`src/bhed_pkg.sv`:
```
package bhed_pkg;

   localparam int unsigned COUNT_WIDTH_DEFAULT = 16;
   localparam int unsigned THRESHOLD_WIDTH = 16;
   localparam int unsigned CSR_DATA_WIDTH = 16;
   localparam int unsigned CSR_INDEX_WIDTH = 2;
   localparam int unsigned PHASE_WIDTH = 2;
   localparam int unsigned EVENT_CODE_WIDTH = 3;

   typedef enum logic [PHASE_WIDTH-1:0] {
      PH_IDLE = 2'd0,
      PH_PRESSED = 2'd1,
      PH_KEEPING = 2'd2,
      PH_LONG = 2'd3
   } phase_type;

   typedef enum logic [EVENT_CODE_WIDTH-1:0] {
      EV_SHORT = 3'd0,
      EV_KEEP = 3'd1,
      EV_LONG = 3'd2,
      EV_REL_KEEP = 3'd3,
      EV_REL_LONG = 3'd4
   } event_code_type;

   typedef enum logic [CSR_INDEX_WIDTH-1:0] {
      CSR_ACTIVE_LEVEL = 2'd0,
      CSR_PRESS_THRESHOLD = 2'd1,
      CSR_KEEP_THRESHOLD = 2'd2,
      CSR_LONG_KEEP_THRESHOLD = 2'd3
   } csr_index_type;

   localparam logic RESET_ACTIVE_LEVEL = 1'b0;
   localparam logic [THRESHOLD_WIDTH-1:0] RESET_PRESS_THRESHOLD = 16'd10;
   localparam logic [THRESHOLD_WIDTH-1:0] RESET_KEEP_THRESHOLD = 16'd100;
   localparam logic [THRESHOLD_WIDTH-1:0] RESET_LONG_KEEP_THRESHOLD = 16'd500;

endpackage

```
`src/bhed_if.sv`:
```
interface bhed_req_if;
   logic valid;
   logic ready;
   logic pin_level;

   modport source (output valid, output pin_level, input ready);
   modport sink (input valid, input pin_level, output ready);
endinterface

interface bhed_rsp_if;
   logic valid;
   logic ready;
   logic [bhed_pkg::PHASE_WIDTH-1:0] phase;
   logic event_valid;
   logic [bhed_pkg::EVENT_CODE_WIDTH-1:0] event_code;

   modport source (output valid, output phase, output event_valid, output event_code,
                   input ready);
   modport sink (input valid, input phase, input event_valid, input event_code,
                 output ready);
endinterface

```
`src/button_hold_event_detector.sv`:
```
// Button hold event detector. Each transaction on req_ch carries one sampled pin level
// (one timer tick) and produces exactly one transaction on rsp_ch with the phase after
// that tick, an event flag and an event code. One tick is taken per clock cycle while no
// result waits on a stalled rsp_ch; the result is registered in the output register when
// the tick is accepted, and a new tick is accepted in the same cycle a waiting result is
// taken. The consecutive-active counter is COUNT_WIDTH bits wide and saturates. The user
// must write thresholds and the active pin level through the csr_ port only while no tick
// is in flight, which the block does not enforce; use one instance per button.
module button_hold_event_detector #(
   parameter int unsigned COUNT_WIDTH = bhed_pkg::COUNT_WIDTH_DEFAULT
) (
   input  logic clock,
   input  logic reset,
   bhed_req_if.sink req_ch,
   bhed_rsp_if.source rsp_ch,
   input  logic csr_we,
   input  logic [bhed_pkg::CSR_INDEX_WIDTH-1:0] csr_index,
   input  logic [bhed_pkg::CSR_DATA_WIDTH-1:0] csr_wdata
);

   localparam int unsigned THR_W = bhed_pkg::THRESHOLD_WIDTH;
   localparam int unsigned CMP_W = (COUNT_WIDTH > THR_W) ? COUNT_WIDTH : THR_W;
   localparam logic [COUNT_WIDTH-1:0] COUNT_MAX = {COUNT_WIDTH{1'b1}};

   logic active_level_ff;
   logic [THR_W-1:0] press_threshold_ff;
   logic [THR_W-1:0] keep_threshold_ff;
   logic [THR_W-1:0] long_keep_threshold_ff;

   logic [COUNT_WIDTH-1:0] active_count_ff, active_count_in;
   bhed_pkg::phase_type hold_phase_ff, hold_phase_in;

   logic rsp_valid_ff;
   bhed_pkg::phase_type rsp_phase_ff;
   logic rsp_event_valid_ff, rsp_event_valid_in;
   bhed_pkg::event_code_type rsp_event_code_ff, rsp_event_code_in;

   logic req_accept;
   logic pin_active;
   logic [CMP_W-1:0] count_ext;
   logic press_hit, keep_hit, long_hit;

   assign req_ch.ready = !rsp_valid_ff || rsp_ch.ready;
   assign req_accept = req_ch.valid && req_ch.ready;
   assign pin_active = (req_ch.pin_level == active_level_ff);

   always_comb begin
      if (pin_active) begin
         if (active_count_ff != COUNT_MAX) begin
            active_count_in = active_count_ff + COUNT_WIDTH'(1);
         end else begin
            active_count_in = active_count_ff;
         end
      end else begin
         active_count_in = '0;
      end
   end

   assign count_ext = CMP_W'(active_count_in);
   assign press_hit = count_ext >= CMP_W'(press_threshold_ff);
   assign keep_hit = count_ext >= CMP_W'(keep_threshold_ff);
   assign long_hit = count_ext >= CMP_W'(long_keep_threshold_ff);

   always_comb begin
      hold_phase_in = hold_phase_ff;
      rsp_event_valid_in = 1'b0;
      rsp_event_code_in = bhed_pkg::EV_SHORT;
      priority if (hold_phase_ff == bhed_pkg::PH_IDLE && press_hit) begin
         hold_phase_in = bhed_pkg::PH_PRESSED;
      end else if (hold_phase_ff == bhed_pkg::PH_PRESSED && keep_hit) begin
         hold_phase_in = bhed_pkg::PH_KEEPING;
         rsp_event_valid_in = 1'b1;
         rsp_event_code_in = bhed_pkg::EV_KEEP;
      end else if (hold_phase_ff == bhed_pkg::PH_KEEPING && long_hit) begin
         hold_phase_in = bhed_pkg::PH_LONG;
         rsp_event_valid_in = 1'b1;
         rsp_event_code_in = bhed_pkg::EV_LONG;
      end else if (active_count_in == '0) begin
         hold_phase_in = bhed_pkg::PH_IDLE;
         unique case (hold_phase_ff)
            bhed_pkg::PH_LONG: begin
               rsp_event_valid_in = 1'b1;
               rsp_event_code_in = bhed_pkg::EV_REL_LONG;
            end
            bhed_pkg::PH_KEEPING: begin
               rsp_event_valid_in = 1'b1;
               rsp_event_code_in = bhed_pkg::EV_REL_KEEP;
            end
            bhed_pkg::PH_PRESSED: begin
               rsp_event_valid_in = 1'b1;
               rsp_event_code_in = bhed_pkg::EV_SHORT;
            end
            bhed_pkg::PH_IDLE: begin
               rsp_event_valid_in = 1'b0;
            end
            default: begin
               rsp_event_valid_in = 1'b0;
            end
         endcase
      end else begin
         hold_phase_in = hold_phase_ff;
      end
   end

   always_ff @(posedge clock) begin
      if (reset) begin
         active_level_ff <= bhed_pkg::RESET_ACTIVE_LEVEL;
         press_threshold_ff <= bhed_pkg::RESET_PRESS_THRESHOLD;
         keep_threshold_ff <= bhed_pkg::RESET_KEEP_THRESHOLD;
         long_keep_threshold_ff <= bhed_pkg::RESET_LONG_KEEP_THRESHOLD;
      end else if (csr_we) begin
         unique case (bhed_pkg::csr_index_type'(csr_index))
            bhed_pkg::CSR_ACTIVE_LEVEL: active_level_ff <= csr_wdata[0];
            bhed_pkg::CSR_PRESS_THRESHOLD: press_threshold_ff <= csr_wdata[THR_W-1:0];
            bhed_pkg::CSR_KEEP_THRESHOLD: keep_threshold_ff <= csr_wdata[THR_W-1:0];
            bhed_pkg::CSR_LONG_KEEP_THRESHOLD: long_keep_threshold_ff <= csr_wdata[THR_W-1:0];
            default: active_level_ff <= active_level_ff;
         endcase
      end
   end

   always_ff @(posedge clock) begin
      if (reset) begin
         active_count_ff <= '0;
         hold_phase_ff <= bhed_pkg::PH_IDLE;
         rsp_valid_ff <= 1'b0;
      end else begin
         if (req_accept) begin
            active_count_ff <= active_count_in;
            hold_phase_ff <= hold_phase_in;
            rsp_valid_ff <= 1'b1;
         end else if (rsp_ch.ready) begin
            rsp_valid_ff <= 1'b0;
         end
      end
   end

   always_ff @(posedge clock) begin
      if (req_accept) begin
         rsp_phase_ff <= hold_phase_in;
         rsp_event_valid_ff <= rsp_event_valid_in;
         rsp_event_code_ff <= rsp_event_code_in;
      end
   end

   assign rsp_ch.valid = rsp_valid_ff;
   assign rsp_ch.phase = rsp_phase_ff;
   assign rsp_ch.event_valid = rsp_event_valid_ff;
   assign rsp_ch.event_code = rsp_event_code_ff;

   a_no_event_code: assert property (@(posedge clock) disable iff (reset)
      (rsp_valid_ff && !rsp_event_valid_ff) |-> (rsp_event_code_ff == bhed_pkg::EV_SHORT))
      else $error("Result without an event carries a nonzero event code.");

   a_release_goes_idle: assert property (@(posedge clock) disable iff (reset)
      (rsp_valid_ff && rsp_event_valid_ff
       && (rsp_event_code_ff == bhed_pkg::EV_SHORT
           || rsp_event_code_ff == bhed_pkg::EV_REL_KEEP
           || rsp_event_code_ff == bhed_pkg::EV_REL_LONG))
      |-> (rsp_phase_ff == bhed_pkg::PH_IDLE && hold_phase_ff == bhed_pkg::PH_IDLE))
      else $error("Release event reported without a return to idle.");

   a_hold_event_phase: assert property (@(posedge clock) disable iff (reset)
      (rsp_valid_ff && rsp_event_valid_ff && rsp_event_code_ff == bhed_pkg::EV_LONG)
      |-> (rsp_phase_ff == bhed_pkg::PH_LONG))
      else $error("Long keeping event reported outside the long keeping phase.");

   a_count_saturates: assert property (@(posedge clock) disable iff (reset)
      (req_accept && pin_active && active_count_ff == COUNT_MAX)
      |=> (active_count_ff == COUNT_MAX))
      else $error("Active tick counter wrapped past its maximum.");

endmodule

```
`src/flat_wrapper.sv`:
```
// flat-port wrapper written by rule: the top's interface ports become plain ports
module button_hold_event_detector_flat 
#(
   parameter int unsigned COUNT_WIDTH = bhed_pkg::COUNT_WIDTH_DEFAULT
)
  (clock, reset, csr_we, csr_index, csr_wdata, req_ch_valid, req_ch_pin_level, req_ch_ready, rsp_ch_valid, rsp_ch_phase, rsp_ch_event_valid, rsp_ch_event_code, rsp_ch_ready);
  bhed_req_if req_ch_i ();
  bhed_rsp_if rsp_ch_i ();
  input  logic clock;
  input  logic reset;
  input  logic csr_we;
  input  logic [bhed_pkg::CSR_INDEX_WIDTH-1:0] csr_index;
  input  logic [bhed_pkg::CSR_DATA_WIDTH-1:0] csr_wdata;
  input wire logic [$bits(req_ch_i.valid)-1:0] req_ch_valid;
  input wire logic [$bits(req_ch_i.pin_level)-1:0] req_ch_pin_level;
  output wire logic [$bits(req_ch_i.ready)-1:0] req_ch_ready;
  output wire logic [$bits(rsp_ch_i.valid)-1:0] rsp_ch_valid;
  output wire logic [$bits(rsp_ch_i.phase)-1:0] rsp_ch_phase;
  output wire logic [$bits(rsp_ch_i.event_valid)-1:0] rsp_ch_event_valid;
  output wire logic [$bits(rsp_ch_i.event_code)-1:0] rsp_ch_event_code;
  input wire logic [$bits(rsp_ch_i.ready)-1:0] rsp_ch_ready;
  assign req_ch_i.valid = req_ch_valid;
  assign req_ch_i.pin_level = req_ch_pin_level;
  assign req_ch_ready = req_ch_i.ready;
  assign rsp_ch_valid = rsp_ch_i.valid;
  assign rsp_ch_phase = rsp_ch_i.phase;
  assign rsp_ch_event_valid = rsp_ch_i.event_valid;
  assign rsp_ch_event_code = rsp_ch_i.event_code;
  assign rsp_ch_i.ready = rsp_ch_ready;
  button_hold_event_detector #(.COUNT_WIDTH(COUNT_WIDTH)) u_core (.clock(clock), .reset(reset), .req_ch(req_ch_i), .rsp_ch(rsp_ch_i), .csr_we(csr_we), .csr_index(csr_index), .csr_wdata(csr_wdata));
endmodule
```
`config.mk`:
```
export PLATFORM = sky130hd
export DESIGN_NAME = button_hold_event_detector_flat
export DESIGN_NICKNAME = d
export VERILOG_FILES = /design/src/bhed_pkg.sv /design/src/bhed_if.sv /design/src/button_hold_event_detector.sv /design/src/flat_wrapper.sv
export SDC_FILE = /design/constraint.sdc
export NUM_CORES = 1
export LEC_CHECK = 0
export BUFFER_PORTS_ARGS = -buffer_cell sky130_fd_sc_hd__buf_2
export CORE_AREA = 3 3 107 109
export CTS_CLUSTER_DIAMETER = 150
export DETAILED_ROUTE_END_ITERATION = 12
export DIE_AREA = 0 0 110 112
export RECOVER_POWER = 50
export REMOVE_ABC_BUFFERS = 1
export SLEW_MARGIN = 20
export SYNTH_ARGS = -nofsm -noshare
export SYNTH_HDL_FRONTEND = slang
export SYNTH_SLANG_ARGS = --single-unit
export TNS_END_PERCENT = 100
```
`constraint.sdc`:
```
create_clock -name clock -period 4.05 [get_ports clock]
set_input_delay 0.405 -clock clock [delete_from_list [all_inputs] [get_ports clock]]
set_output_delay 0.405 -clock clock [all_outputs]
set_load 0.005 [all_outputs]
```
Word level (Yosys, flattened, before mapping):

Cells that the tools add are included.

* register bits after elaboration: 74
* latch bits: 0
* memory bits (writable): 0
* ROM bits: 0
* input bits: 24
* output and inout port bits: 8
* logic and storage cells: 58
* memories: 0

* add/subtract/negate cells: 1
* $mul: 0
* div/mod/pow operators: 0
* magnitude comparators: 3
* equal/unequal tests: 8
* shifts and indexed selects: 0
* muxes and demuxes: 16
* bitwise operators: 1
* reduce and logical (&&, ||, !) cells: 17

Operators with widths (count)
* $ge A16 B16 Y1: 3
* $mux W16: 2
* $add A16 B1 Y16 const B: 1
* $logic_not A16 Y1: 1
* $ne A16 B16 Y1 const B: 1
* $mux W2: 6
* $eq A2 B2 Y1 const B: 4
* $reduce_and A2 Y1: 4
* $mux W1: 6
* $pmux W3 S2: 1
* $eq A2 B1 Y1 const B: 2
* $logic_and A1 B1 Y1: 4
* $logic_not A2 Y1: 2
* $reduce_or A4 Y1: 1
* $reduce_or A3 Y1: 1
* $pmux W1 S2: 1
* $reduce_bool A2 Y1: 1
* $reduce_or A2 Y1: 1
* $eq A1 B1 Y1: 1
* $logic_not A1 Y1: 1
* $logic_or A1 B1 Y1: 1
* $not A1 Y1: 1

Depth between registers and ports, before layout:

* depth after elaboration: 8
* depth in mapped cells: 15
* gate-level depth less buffers: 14

Least setup slack after synthesis:

No wires, ideal clock.

* kind: register to register
* from: register u_core.active_count_ff[14]
* to: register u_core.rsp_phase_ff[0] (netlist: u_core.rsp_ch.phase[0]), data pin
* library setup time: 275 ps
* arrival: 3005 ps
* required time: 3775 ps
* path slack: 770 ps
* cell stages (with the launch flop): 14
* path buffers: 1
* clock period less this slack: 3280 ps
* cell sequence: dfxtp_1 -> buf_2 -> and4_1 -> a2111oi_1 -> nand3_1 -> xor2_1 -> nor2_1 -> ha_1 -> a21oi_1 -> nand2_1 -> a221oi_1 -> o21ai_0 -> a311oi_1 -> o22ai_1

* word-level cells in the longest chain between the ends: 8
* elaborated cells on any way between the ends: 15
* classes of those cells: 1 x add/sub; 3 x order compare; 1 x eq/ne; 6 x mux; 4 x reduce/logical

RTL lines
* start, declared: RTL line button_hold_event_detector.sv:30 `logic [COUNT_WIDTH-1:0] active_count_ff, active_count_in;`
* start signal, assigned: RTL line button_hold_event_detector.sv:129 `active_count_ff <= active_count_in;`
* $ne A16 B16 Y1 (*): RTL line button_hold_event_detector.sv:49 `if (active_count_ff != COUNT_MAX) begin`
* $mux W16 (*): RTL line button_hold_event_detector.sv:49
* $mux W16 (*): RTL line button_hold_event_detector.sv:48 `if (pin_active) begin`
* net u_core.active_count_in[10]: RTL line button_hold_event_detector.sv:30
* $ge A16 B16 Y1 / $logic_not A16 Y1 (equally long branches): RTL line button_hold_event_detector.sv:62, button_hold_event_detector.sv:78
* $logic_and A1 B1 Y1 / $mux W2 (equally long branches): RTL line button_hold_event_detector.sv:74, button_hold_event_detector.sv:78
* $mux W2: RTL line button_hold_event_detector.sv:74 `end else if (hold_phase_ff == bhed_pkg::PH_KEEPING && long_hit) begin`
* $mux W2: RTL line button_hold_event_detector.sv:70 `end else if (hold_phase_ff == bhed_pkg::PH_PRESSED && keep_hit) begin`
* $mux W2 (*): RTL line button_hold_event_detector.sv:68 `priority if (hold_phase_ff == bhed_pkg::PH_IDLE && press_hit) begin`
* net u_core.hold_phase_in[0]: RTL line button_hold_event_detector.sv:31 `bhed_pkg::phase_type hold_phase_ff, hold_phase_in;`
* end signal, assigned: RTL line button_hold_event_detector.sv:140 `rsp_phase_ff <= hold_phase_in;`
* end, declared: RTL line button_hold_event_detector.sv:34 `bhed_pkg::phase_type rsp_phase_ff;`

The timed path passes the listed nets; every way through them passes the cells marked *.
A chain may end at the register's enable or synchronous reset.

Worst setup path in the final report:

* from: register u_core.active_count_ff[13]
* to: register u_core.hold_phase_ff[0]

* word-level cells in the longest chain between the ends: 8
* elaborated cells on any way between the ends: 15
* classes of those cells: 1 x add/sub; 3 x order compare; 1 x eq/ne; 6 x mux; 4 x reduce/logical

RTL lines
* $ne A16 B16 Y1 (*): RTL line button_hold_event_detector.sv:49
* $mux W16 (*): RTL line button_hold_event_detector.sv:49
* $mux W16 (*): RTL line button_hold_event_detector.sv:48
* net u_core.active_count_in[10]: RTL line button_hold_event_detector.sv:30
* $ge A16 B16 Y1 / $logic_not A16 Y1 (equally long branches): RTL line button_hold_event_detector.sv:62, button_hold_event_detector.sv:78
* $logic_and A1 B1 Y1 / $mux W2 (equally long branches): RTL line button_hold_event_detector.sv:74, button_hold_event_detector.sv:78
* $mux W2: RTL line button_hold_event_detector.sv:74
* $mux W2: RTL line button_hold_event_detector.sv:70
* $mux W2 (*): RTL line button_hold_event_detector.sv:68
* end signal, assigned: RTL line button_hold_event_detector.sv:125 `hold_phase_ff <= bhed_pkg::PH_IDLE;`
* end signal, assigned: RTL line button_hold_event_detector.sv:130 `hold_phase_ff <= hold_phase_in;`
* end, declared: RTL line button_hold_event_detector.sv:31

Marked as above.

==> out/qor.csv <==
stage;metric;value;unit
synthesis;Post-synth EDFFs;6;
timing;final worst-path cycle share;0.9227;
floorplan;Initial Util;0.4207;
synthesis;register bit total from synthesis;74;
timing;final setup fails;0;
flow_run;Max Cap Viol;1;
critical_path;CP max FO;12;
timing;minimum clock period;3.737;ns
grt;GRT overflow;0;
synthesis;Synthesis Warnings;0;
critical_path;CP Capture Type;flip-flop;
cts;Root Buffer;clkbuf_8;
placed_design;Port Buffer Count;31;
floorplan;IO Count;32;
route;detailed-route vias per instance;5.423;
cells_and_area;leading cell type in the layout, fill and taps excluded;nand2_1;
critical_path;CP Data Arrival Time;3.95;ns
cts;Clock Tree Buf Depth;2;
cts;clock-pin slew on the worst setup and hold paths;0.07;ns
grt;initial antenna violation count;0;
synthesis;Yosys top cell by area;dfxtp_1;
synthesis;top cells by area, synth;dfxtp_1, ha_1, nand2_1, a21oi_1, inv_1;
route;via count;4051;
cells_and_area;share of layout cells above drive strength 1;0.09555;
synthesis;Post-synth top flop;dfxtp_1;
synthesis;register area share after synthesis;0.3425;
timing;final clock skew;0.01151;ns
floorplan;DIE WIDTH;110;µm
timing;Final Max Tran Viols;36;
grt;vias in the first global route;3804;
route;Iteration-0 DRC Markers;184;
power;Pwr Total;0.001425;W
power;pwr dens;288.3;mW/mm²
power;Leakage;2.006;nW
cts;H-tree lvl count;3;
cts;Num CTS Buffers;9;
timing;final count of hold timing violations;0;
route;DRT antenna net count;0;
floorplan;Die Area;0.01232;mm²
synthesis;FFs w/ async S/R, synth;0;
synthesis;synthesized area per cell;7.720;µm²
critical_path;Setup CP Type;reg2reg;
placed_design;GPL Wtd Cong;0.9001;
run_status;failing checks;max-capacitance violations, max-slew violations;
floorplan;Core Region;0.01070;mm²
synthesis;mapped cell area;0.004501;mm²
critical_path;Worst setup SP type;flip-flop;
timing;Setup TNS Final;0;ns
cells_and_area;final net count;678;
critical_path;WP data required;4.27;ns
cells_and_area;area grow syn2layout;9.814;%
critical_path;internal reg-to-reg setup slack;0.31;ns
cts;insertion delay to the later sink of the worst-skew pair;0.36;ns
cells_and_area;commonest cells after routing, fill and taps aside;nand2_1, a21oi_1, dfxtp_1;
timing;worst-margin pin slew;1.502;ns
synthesis;Post-Syn Instances;583;
min_path;Hold Crit Class;in2reg;
route;Total Wirelength;11180;µm
grt;gr usage total;0.1915;
route;Pre-Repair DR Iteration Count;4;
cts;hold buffer count at CTS;0;
grt;largest net degree at the start of global routing;37;
cts;CTS tree;yes;
run_status;status;finished with violations;
timing;RSZ-0062 raised after global routing;no;
synthesis;share of the synthesized area in the top cell type;0.3025;
timing;Worst slew margin;-0.001334;
route;drt wl/cell;14.97;µm
placed_design;HPWL after DPL;8277;µm
timing;f_max;0.2676;GHz
floorplan;Die Ht;112;µm
synthesis;library cells used by synthesis;55;
grt;first-pass GRT wire length;18570;µm
power;peak supply drop;0.1812;mV
cts;clk sinks;74;
cells_and_area;Antenna diodes;0;
route;# DRC;0;
floorplan;row count;38;
kinds of logic (layout without fill, tap and decap cells):
logic type,Yosys count,count (layout),share of synthesized area
AO/OA/AOI/OAI,136,136,0.1868
flip-flops,74,74,0.3425
multiplexers,3,3,0.006672
buffers and inverters,84,108,0.07340
XOR/XNOR,12,12,0.02335
adder cells (fa/ha/maj),49,49,0.1362
AND/OR/NAND/NOR,225,225,0.2310
cell type report:
type | instances | area, µm²
Clock buffer | 13 | 158.9
Fill cell | 1128 | 5756
Inverter | 53 | 198.9
Multi-Input combinational cell | 425 | 2639
Sequential cell | 74 | 1541
Tap cell | 140 | 175.2
Timing Repair Buffer | 42 | 229.0
per-stage QoR:
stage | std cells | util | setup WS [ns] | instance area [µm²] | hold WS (ns)
after floorplan | 552 | - | 0.7879 | 4369 | 0.4303
after global placement | 734 | 0.4470 | 0.3399 | 4782 | 0.4445
after detailed placement | 734 | 0.4470 | 0.2505 | 4782 | 0.4482
after CTS | 747 | 0.4619 | 0.2378 | 4941 | 0.2669
after global routing | 747 | 0.4620 | 0.02616 | 4942 | 0.2775
final | 747 | 0.4620 | 0.3131 | 4942 | 0.2750
Yosys cell counts (all sizes together), types with 4 or more instances:
library cell,n
ha,49
nor4,5
xor2,6
a211o,8
o21ai,14
a211oi,9
edfxtp,6
and4,4
nor3,8
nand4,12
nor2,27
a31oi,10
nand3,13
nand3b,5
inv,52
buf,9
xnor2,6
a21oi,70
dfxtp,68
nand2,131
clkbuf,22
a21o,4
and2,4
report_power, final:
| part | total, W | leakage [nW] | switching, W | internal, W |
|---|---|---|---|---|
| clock | 0.000506 | 0.0815 | 0.000260 | 0.000247 |
| combinational | 0.000149 | 1.31 | 0.0000964 | 0.0000528 |
| sequential | 0.000769 | 0.613 | 0.0000101 | 0.000759 |
per-layer routing:
layer	track usage	part of all wire
met3	0.04058	0.049
met5	0	0
met1	0.2628	0.48
met4	0.06983	0.016
met2	0.2945	0.45
sequential cells by signal, summed over array words and instances (netlist names):
name and count:
u_core.active_count_ff 16, u_core.active_level_ff 1, u_core.hold_phase_ff 2, u_core.keep_threshold_ff 16, u_core.long_keep_threshold_ff 16, u_core.press_threshold_ff 16
u_core.rsp_ch.event_code 3, u_core.rsp_ch.event_valid 1, u_core.rsp_ch.phase 2, u_core.rsp_ch.valid 1
final timing paths:
check                                                       from                                        endpoint  cells past startpoint
setup / recovery         u_core.active_count_ff[13]$_SDFFE_PP0P_            u_core.hold_phase_ff[0]$_SDFFE_PP0P_                     14
hold reg to reg   u_core.long_keep_threshold_ff[14]$_SDFFE_PP0P_  u_core.long_keep_threshold_ff[14]$_SDFFE_PP0P_                      2
hold / removal                                      csr_wdata[8]   u_core.long_keep_threshold_ff[8]$_SDFFE_PP1P_                      2
setup reg to reg         u_core.active_count_ff[13]$_SDFFE_PP0P_            u_core.hold_phase_ff[0]$_SDFFE_PP0P_                     14
repair_timing:
| item | 4_1_cts | 5_1_grt |
|---|---|---|
| setup endpoints to repair | 0 | 4 |
| gates resized for setup | 0 | 2 |
| setup buffers | 0 | 0 |
worst max-delay path, cell delays in order, from the launching register on:
cell and delay (ns):
dfxtp_1 0.43, and4_1 0.31, a2111oi_1 0.40, buf_4 0.20, nand3_1 0.09, xor2_1 0.16
nor2_1 0.30, ha_1 0.32, a21oi_1 0.13, nand2_1 0.07, a221oi_1 0.27, o21ai_0 0.23
a311oi_1 0.41, a2bb2oi_1 0.18, o41ai_1 0.08
No activity file was read; power rests on OpenSTA's default activity.
